## config.mk

```make
export PLATFORM = sky130hd
export DESIGN_NAME = sensor_frame_parser
export DESIGN_NICKNAME = d
export VERILOG_FILES = /design/src/hw/rtl/sfp_pkg.sv /design/src/hw/rtl/sfp_front.sv /design/src/hw/rtl/sfp_queue.sv /design/src/hw/rtl/sfp_back.sv /design/src/hw/rtl/sensor_frame_parser.sv
export SDC_FILE = /design/constraint.sdc
export NUM_CORES = 1
export LEC_CHECK = 0
export BUFFER_PORTS_ARGS = -buffer_cell sky130_fd_sc_hd__buf_2
export CAP_MARGIN = 40
export CORE_ASPECT_RATIO = 0.7
export CORE_UTILIZATION = 39
export DETAILED_ROUTE_END_ITERATION = 10
export HOLD_SLACK_MARGIN = 0.06
export PLACE_DENSITY = 0.59
export SYNTH_ARGS = -nofsm -noshare
export SYNTH_HDL_FRONTEND = slang
export SYNTH_SLANG_ARGS = --single-unit
export TNS_END_PERCENT = 100
```

## constraint.sdc

```tcl
create_clock -name clk_i -period 7.2 [get_ports clk_i]
set_input_delay 0.36 -clock clk_i [delete_from_list [all_inputs] [get_ports clk_i]]
set_output_delay 0.36 -clock clk_i [all_outputs]
set_load 0.03 [all_outputs]
```

## src/hw/rtl/sfp_pkg.sv

```systemverilog
// sfp_pkg: shared constants, types and codes for the sensor frame parser.
// Used by sfp_front, sfp_queue, sfp_back and sensor_frame_parser.
`timescale 1ns / 1ps

package sfp_pkg;

  localparam int FrameBytes = 32;
  localparam int NumWords   = 13;
  localparam int QueueDepth = 2;

  localparam logic [7:0] HdrFirst  = 8'h42;
  localparam logic [7:0] HdrSecond = 8'h4D;

  localparam logic [4:0] BodyStartPos = 5'd2;
  localparam logic [4:0] FirstWordPos = 5'd5;
  localparam logic [4:0] SumEndPos    = 5'(FrameBytes - 2);
  localparam logic [4:0] LastWordPos  = 5'(FrameBytes - 3);
  localparam logic [4:0] LastPos      = 5'(FrameBytes - 1);
  localparam logic [3:0] LastIdx      = 4'(NumWords - 1);

  localparam logic [15:0] HdrSum = 16'(HdrFirst) + 16'(HdrSecond);

  typedef enum logic [1:0] {
    PhHunt = 2'd0,
    PhHdr2 = 2'd1,
    PhBody = 2'd2
  } phase_e;

  typedef enum logic {
    StatGood = 1'b0,
    StatBad  = 1'b1
  } status_e;

  typedef struct packed {
    status_e status;
    logic    bank;
  } desc_t;

  typedef struct packed {
    logic        en;
    logic        bank;
    logic [3:0]  idx;
    logic [15:0] data;
  } wr_t;

  typedef struct packed {
    logic en;
    logic bank;
  } rel_t;

endpackage

```

## src/hw/rtl/sfp_front.sv

```systemverilog
// sfp_front: header hunt, byte position tracking, checksum and word assembly.
// Writes words into the back end's two frame banks; depends on sfp_pkg.
`timescale 1ns / 1ps

module sfp_front import sfp_pkg::*; (
  input  logic       clk_i,
  input  logic       rst_ni,
  input  logic       in_valid_i,
  output logic       in_ready_o,
  input  logic [7:0] rx_byte_i,
  input  logic       q_full_i,
  output logic       push_o,
  output desc_t      push_desc_o,
  output wr_t        wr_o,
  input  rel_t       rel_i
);

  phase_e      phase_q, phase_d;
  logic [4:0]  pos_q, pos_d;
  logic [15:0] sum_q, sum_d;
  logic [7:0]  hi_q, hi_d;
  logic        bank_q, bank_d;
  logic [1:0]  busy_q, busy_d;
  logic        acc;
  logic        body_acc;
  logic        frame_end;
  logic        good;
  logic [4:0]  word_off;

  assign in_ready_o = !busy_q[bank_q] && !q_full_i;
  assign acc        = in_valid_i && in_ready_o;
  assign body_acc   = acc && (phase_q == PhBody);
  assign frame_end  = body_acc && (pos_q == LastPos);
  assign good       = ({hi_q, rx_byte_i} == sum_q);
  assign word_off   = pos_q - FirstWordPos;

  always_comb begin
    phase_d = phase_q;
    if (acc) begin
      unique case (phase_q)
        PhHunt: phase_d = (rx_byte_i == HdrFirst) ? PhHdr2 : PhHunt;
        PhHdr2: begin
          if (rx_byte_i == HdrSecond) begin
            phase_d = PhBody;
          end else if (rx_byte_i != HdrFirst) begin
            phase_d = PhHunt;
          end
        end
        PhBody: phase_d = (pos_q == LastPos) ? PhHunt : PhBody;
        default: phase_d = PhHunt;
      endcase
    end
  end

  always_comb begin
    pos_d  = pos_q;
    sum_d  = sum_q;
    hi_d   = hi_q;
    bank_d = bank_q;
    busy_d = busy_q;
    if (rel_i.en) begin
      busy_d[rel_i.bank] = 1'b0;
    end
    if (acc && phase_q == PhHdr2 && rx_byte_i == HdrSecond) begin
      pos_d = BodyStartPos;
      sum_d = HdrSum;
    end
    if (body_acc) begin
      if (pos_q < SumEndPos) begin
        sum_d = sum_q + 16'(rx_byte_i);
      end
      if (!pos_q[0]) begin
        hi_d = rx_byte_i;
      end
      if (pos_q == LastPos) begin
        pos_d = '0;
        sum_d = '0;
        if (good) begin
          busy_d[bank_q] = 1'b1;
          bank_d         = !bank_q;
        end
      end else begin
        pos_d = pos_q + 5'd1;
      end
    end
  end

  always_comb begin
    wr_o.en            = body_acc && pos_q[0] && (pos_q >= FirstWordPos)
                         && (pos_q <= LastWordPos);
    wr_o.bank          = bank_q;
    wr_o.idx           = word_off[4:1];
    wr_o.data          = {hi_q, rx_byte_i};
    push_o             = frame_end;
    push_desc_o.status = good ? StatGood : StatBad;
    push_desc_o.bank   = bank_q;
  end

  always_ff @(posedge clk_i or negedge rst_ni) begin
    if (!rst_ni) begin
      phase_q <= PhHunt;
      pos_q   <= '0;
      sum_q   <= '0;
      hi_q    <= '0;
      bank_q  <= 1'b0;
      busy_q  <= '0;
    end else begin
      phase_q <= phase_d;
      pos_q   <= pos_d;
      sum_q   <= sum_d;
      hi_q    <= hi_d;
      bank_q  <= bank_d;
      busy_q  <= busy_d;
    end
  end

endmodule

```

## src/hw/rtl/sfp_queue.sv

```systemverilog
// sfp_queue: short FIFO of frame descriptors between front and back end.
// Depends on sfp_pkg for desc_t.
`timescale 1ns / 1ps

module sfp_queue import sfp_pkg::*; #(
  parameter int Depth = QueueDepth
) (
  input  logic  clk_i,
  input  logic  rst_ni,
  input  logic  push_i,
  input  desc_t push_desc_i,
  output logic  full_o,
  output logic  valid_o,
  output desc_t head_o,
  input  logic  pop_i
);

  localparam int PtrW = $clog2(Depth);
  localparam int CntW = $clog2(Depth + 1);
  localparam logic [PtrW-1:0] LastSlot = PtrW'(Depth - 1);

  desc_t           mem_q [Depth];
  logic [PtrW-1:0] wp_q, rp_q;
  logic [CntW-1:0] cnt_q;

  assign full_o  = (cnt_q == CntW'(Depth));
  assign valid_o = (cnt_q != '0);
  assign head_o  = mem_q[rp_q];

  always_ff @(posedge clk_i) begin
    if (push_i) begin
      mem_q[wp_q] <= push_desc_i;
    end
  end

  always_ff @(posedge clk_i or negedge rst_ni) begin
    if (!rst_ni) begin
      wp_q  <= '0;
      rp_q  <= '0;
      cnt_q <= '0;
    end else begin
      if (push_i) begin
        wp_q <= (wp_q == LastSlot) ? '0 : wp_q + PtrW'(1);
      end
      if (pop_i) begin
        rp_q <= (rp_q == LastSlot) ? '0 : rp_q + PtrW'(1);
      end
      unique case ({push_i, pop_i})
        2'b10:   cnt_q <= cnt_q + CntW'(1);
        2'b01:   cnt_q <= cnt_q - CntW'(1);
        default: cnt_q <= cnt_q;
      endcase
    end
  end

endmodule

```

## src/hw/rtl/sfp_back.sv

```systemverilog
// sfp_back: two-bank frame word store and result emitter with output register.
// Drains descriptors from sfp_queue; depends on sfp_pkg.
`timescale 1ns / 1ps

module sfp_back import sfp_pkg::*; (
  input  logic        clk_i,
  input  logic        rst_ni,
  input  wr_t         wr_i,
  input  logic        q_valid_i,
  input  desc_t       q_head_i,
  output logic        pop_o,
  output rel_t        rel_o,
  output logic        out_valid_o,
  input  logic        out_ready_i,
  output logic [3:0]  word_index_o,
  output logic [15:0] word_value_o,
  output logic        frame_status_o,
  output logic        last_word_o
);

  logic [15:0] store_q [2][NumWords];
  logic [3:0]  cnt_q;
  logic        valid_q;
  logic [3:0]  idx_q;
  logic [15:0] val_q;
  logic        stat_q;
  logic        last_q;
  logic        load;
  logic        bad;
  logic        at_last;

  assign load    = q_valid_i && (!valid_q || out_ready_i);
  assign bad     = (q_head_i.status == StatBad);
  assign at_last = (cnt_q == LastIdx);
  assign pop_o   = load && (bad || at_last);

  always_comb begin
    rel_o.en   = load && !bad && at_last;
    rel_o.bank = q_head_i.bank;
  end

  assign out_valid_o    = valid_q;
  assign word_index_o   = idx_q;
  assign word_value_o   = val_q;
  assign frame_status_o = stat_q;
  assign last_word_o    = last_q;

  always_ff @(posedge clk_i) begin
    if (wr_i.en) begin
      store_q[wr_i.bank][wr_i.idx] <= wr_i.data;
    end
    if (load) begin
      if (bad) begin
        idx_q  <= '0;
        val_q  <= '0;
        stat_q <= StatBad;
        last_q <= 1'b1;
      end else begin
        idx_q  <= cnt_q;
        val_q  <= store_q[q_head_i.bank][cnt_q];
        stat_q <= StatGood;
        last_q <= at_last;
      end
    end
  end

  always_ff @(posedge clk_i or negedge rst_ni) begin
    if (!rst_ni) begin
      valid_q <= 1'b0;
      cnt_q   <= '0;
    end else begin
      if (load) begin
        valid_q <= 1'b1;
      end else if (out_ready_i) begin
        valid_q <= 1'b0;
      end
      if (load && !bad) begin
        cnt_q <= at_last ? '0 : cnt_q + 4'd1;
      end
    end
  end

endmodule

```

## src/hw/rtl/sensor_frame_parser.sv

```systemverilog
// sensor_frame_parser: top level of the 32-byte sum-checked frame parser.
// Instantiates sfp_front, sfp_queue and sfp_back; depends on sfp_pkg.
//
//   port group   | dir | handshake              | payload
//   -------------+-----+------------------------+------------------------------------
//   byte in      | in  | in_valid_i / in_ready_o | rx_byte_i
//   word out     | out | out_valid_o/out_ready_i | word_index_o, word_value_o,
//                |     |                        | frame_status_o, last_word_o
//
// One byte per cycle is taken while in_ready_o is high; a good frame's 13 words leave one
// per cycle from the output register while out_ready_i is high, a bad frame yields one word.
// Two word banks let the next frame fill while the last one drains; in_ready_o
// drops only when the fill bank is still draining or the descriptor queue is full.
// Reset (rst_ni low) returns to header hunt with empty queue and no output word.
`timescale 1ns / 1ps

module sensor_frame_parser import sfp_pkg::*; #(
  parameter int QDepth = QueueDepth
) (
  input  logic        clk_i,
  input  logic        rst_ni,
  input  logic        in_valid_i,
  output logic        in_ready_o,
  input  logic [7:0]  rx_byte_i,
  output logic        out_valid_o,
  input  logic        out_ready_i,
  output logic [3:0]  word_index_o,
  output logic [15:0] word_value_o,
  output logic        frame_status_o,
  output logic        last_word_o
);

  logic  q_full;
  logic  push;
  desc_t push_desc;
  wr_t   wr;
  rel_t  rel;
  logic  q_valid;
  desc_t q_head;
  logic  pop;

  sfp_front u_front (
    .clk_i       (clk_i),
    .rst_ni      (rst_ni),
    .in_valid_i  (in_valid_i),
    .in_ready_o  (in_ready_o),
    .rx_byte_i   (rx_byte_i),
    .q_full_i    (q_full),
    .push_o      (push),
    .push_desc_o (push_desc),
    .wr_o        (wr),
    .rel_i       (rel)
  );

  sfp_queue #(
    .Depth (QDepth)
  ) u_queue (
    .clk_i       (clk_i),
    .rst_ni      (rst_ni),
    .push_i      (push),
    .push_desc_i (push_desc),
    .full_o      (q_full),
    .valid_o     (q_valid),
    .head_o      (q_head),
    .pop_i       (pop)
  );

  sfp_back u_back (
    .clk_i          (clk_i),
    .rst_ni         (rst_ni),
    .wr_i           (wr),
    .q_valid_i      (q_valid),
    .q_head_i       (q_head),
    .pop_o          (pop),
    .rel_o          (rel),
    .out_valid_o    (out_valid_o),
    .out_ready_i    (out_ready_i),
    .word_index_o   (word_index_o),
    .word_value_o   (word_value_o),
    .frame_status_o (frame_status_o),
    .last_word_o    (last_word_o)
  );

endmodule

```

==> metrics.md <==
| Metric | Value |
|---|---|
| Drt drc | 0 |
| Top Ports | 36 |
| Worst Setup End Kind | flop |
| Peak VDD IR | 0.199 mV |
| Max FO, Critical Path | 92 |
| Hold Fails Final Rpt | 0 |
| Syn Nets | 1241 |
| CP startpoint kind | flop |
| RSZ-0062 raised after global routing | no |
| Vias | 11037 |
| Layout cell share with drive strength beyond 1 | 18.4% |
| Die area | 0.0510 sq mm |
| Final RePlAce weighted congestion | 0.807 |
| Global route overflow | 0 |
| CP required | 7.49 ns |
| Crit-path max cell delay | 0.76 ns |
| Sequential share of the synthesized area | 73.4% |
| Synth warn | 0 |
| Worst-margin pin slew | 0.941 ns |
| First-pass GRT wire length | 72200 microns |
| Leakage | 7.68 nW |
| P per Cell Area | 249 mW/mm^2 |
| DR iter-0 viols | 1088 |
| Worst-Skew Late Latency | 0.58 ns |
| Setup violators final | 0 |
| Slew Viols, Final | 0 |
| PostCTS Resize Cnt | 0 |
| WP data arrival | 4.29 ns |
| Crit path kind | flop to flop |
| Yosys top cell by area | edfxtp_1 |
| Syn_area_per_cell | 16.1 sq um |
| CP cell instances | mux2_8, buf_4, buf_4, mux2i_1, o22ai_1, nor4_1, nand4_1 |
| Cell Area, Synth | 0.0195 sq mm |
| Hold WS | 0.131 ns |
| Routed wire per std cell | 24.3 microns |
| Die Y | 189 microns |
| Total global-route track usage | 19.1% |
| Initial core utilization | 39.6% |
| HP Class | input pin to flop |
| Fraction of registers with async set/reset | 8.87% |
| Final Cell Area | 0.0224 sq mm |
| Total Wirelength | 48700 microns |
| Root Driver | clkbuf_16 |
| Clock sinks | 485 |
| Largest net degree at the start of global routing | 93 |
| Via/cell ratio | 5.50 |
| Yosys cell types | 65 |
| Fmax | 0.250 GHz |
| Status | finished, final reports clean |
| Setup TNS | 0 ns |
| Largest family of logic cells by synthesized area | multiplexers |
| Max clock buf depth | 3 |
| Final Cycle Share | 55.5% |
| Instance area at placement | 0.0209 sq mm |
| Die span in x | 270 microns |
| Area Growth Syn to Fin | 14.9% |
| Slew headroom | 36.7% |
| Crit path max-delay cell type | mux2_8 |
| CTS Buf Count | 46 |
| Synth Instances | 1213 |
| Port Buffers | 35 |
| Pwr Total | 5.58 mW |
| Vias in the first global route | 10692 |
| Reg clk slew, reported paths | 0.06 ns |
| Max Cap Viol | 0 |
| Initial antenna violation count | 1 |
| Post-DP HPWL | 30000 microns |
| Top cells by instance count after synthesis | edfxtp_1 (442), nand2_1 (148), mux2i_1 (79), a21oi_1 (50) |
| Synth top area share | 67.9% |
| Mux cell area share after synthesis | 9.00% |
| Most used cell, CP | buf_4 |
| Fin Clk Skew | 0.0259 ns |
| Minimum clock period | 4.00 ns |
| FF+latch count, synth | 485 |
| H-tree levels | 2 |
| Top FF cell, synth | edfxtp_1 |
| Core Region | 0.0493 sq mm |
| Post-synthesis compound-gate area fraction | 6.03% |
| Row cnt | 68 |
| Most frequent cell after synthesis | edfxtp_1 |
| Total Nets Final | 1330 |
| Top cells by area, synth | edfxtp_1 (68%), dfrtp_1 (5.5%), mux4_2 (4.3%) |
| Adder-cell share of the synthesized area | 1.06% |
| First-pass DRT Iterations | 7 |
| Routed Antenna Nets | 0 |
| Post-Synth XOR/XNOR Area | 1.08% |
| Synth Area in Simple Gates | 7.52% |
| EDFF count, synth | 442 |
| CTS tree | built |
cell usage in the layout, fill, tap and decap left out, drive strengths merged, types with 5 or more instances in the layout:
cell	netlist	routed
clkbuf	27	57
nand2	148	148
xnor2	13	13
dfrtp	43	43
bufinv	0	6
and3	7	7
clkinv	2	18
mux2	10	10
edfxtp	442	442
nor2b	5	5
nand2b	8	8
inv	13	15
nand4	24	24
ha	15	15
a22oi	11	11
clkinvlp	0	5
nand3	16	16
xor2	11	11
o21ai	23	23
nor4	23	23
a21oi	60	60
o22ai	43	43
mux2i	80	80
buf	29	94
o211ai	6	6
nor3	14	14
o221ai	5	5
nor2	40	40
mux4	37	37
worst max-delay path: cells and delay by family (launching register included):
kind / cells / cell delay, ns
buf+inv: 2 / 1.44
mux: 2 / 1.05
flops: 1 / 0.50
simple gates: 2 / 0.50
compound gates: 1 / 0.11
flip-flops by register name (all words and copies together) (netlist names):
signal                 count
u_back.store_q           416
u_back.word_value_o       16
u_front.sum_q             16
u_front.hi_q               8
u_front.pos_q              5
u_back.cnt_q               4
u_back.word_index_o        4
u_queue.mem_q              4
u_front.busy_q             2
u_front.phase_q            2
u_queue.cnt_q              2
u_back.frame_status_o      1
u_back.last_word_o         1
u_back.out_valid_o         1
u_front.bank_q             1
u_queue.rp_q               1
u_queue.wp_q               1
layer usage:
metal  routed length (microns)  GRT usage, %
met5                         0             0
met2                     21200          28.0
met4                       732          4.09
met1                     22900          28.6
met3                      3880          4.81
worst paths after layout:
check                              from                     end  slack [ns]  cells past startpoint
min                         out_ready_i      u_back.out_valid_o        0.13                      3
max                        u_queue.rp_q  u_back.word_value_o[5]        3.20                      7
max reg2reg                u_queue.rp_q  u_back.word_value_o[5]        3.20                      7
min reg2reg                u_queue.wp_q            u_queue.wp_q        0.49                      1
min in group asynchronous        rst_ni        u_front.sum_q[3]        0.24                      2
max in group asynchronous        rst_ni      u_back.out_valid_o        6.44                      3
cell type report:
type | count | area, sq um
well taps | 665 | 832
fillers | 4285 | 26900
diodes | 2 | 5.00
multi-input cells | 657 | 4890
clock buffers | 57 | 1210
repair buffers | 97 | 769
flip-flops and latches | 485 | 14300
inverters | 15 | 58.8
clock inverters | 29 | 320
through the flow:
step / utilization [%] / worst slack, ns / instances
floorplan: - / 3.60 / 1213
global placement: 41.7 / 3.24 / 1894
detailed placement: 42.3 / 3.14 / 1918
CTS: 45.5 / 3.14 / 2005
global route: 45.5 / 2.89 / 2005
finish: 45.5 / 3.20 / 2007
where the power goes:
part | total, mW | internal [mW] | leakage (nW) | switching (mW)
combinational | 0.0495 | 0.00966 | 1.86 | 0.0398
sequential | 3.05 | 3.05 | 5.08 | 0.000891
clock | 2.48 | 1.42 | 0.740 | 1.06
logic make-up after synthesis:
logic type | count (synthesis)
adders and majority gates | 16
buffers and inverters | 71
AOI/OAI and AO/OA | 182
and+or+nand+nor | 308
muxes | 127
DFF | 485
xor gates and xnor gates | 24
what timing repair did:
action	4_1_cts	5_1_grt
hold endpoints to repair	43	0
hold buffers	1	0
setup buffers	0	0
Power figures use the tool's default switching activity.
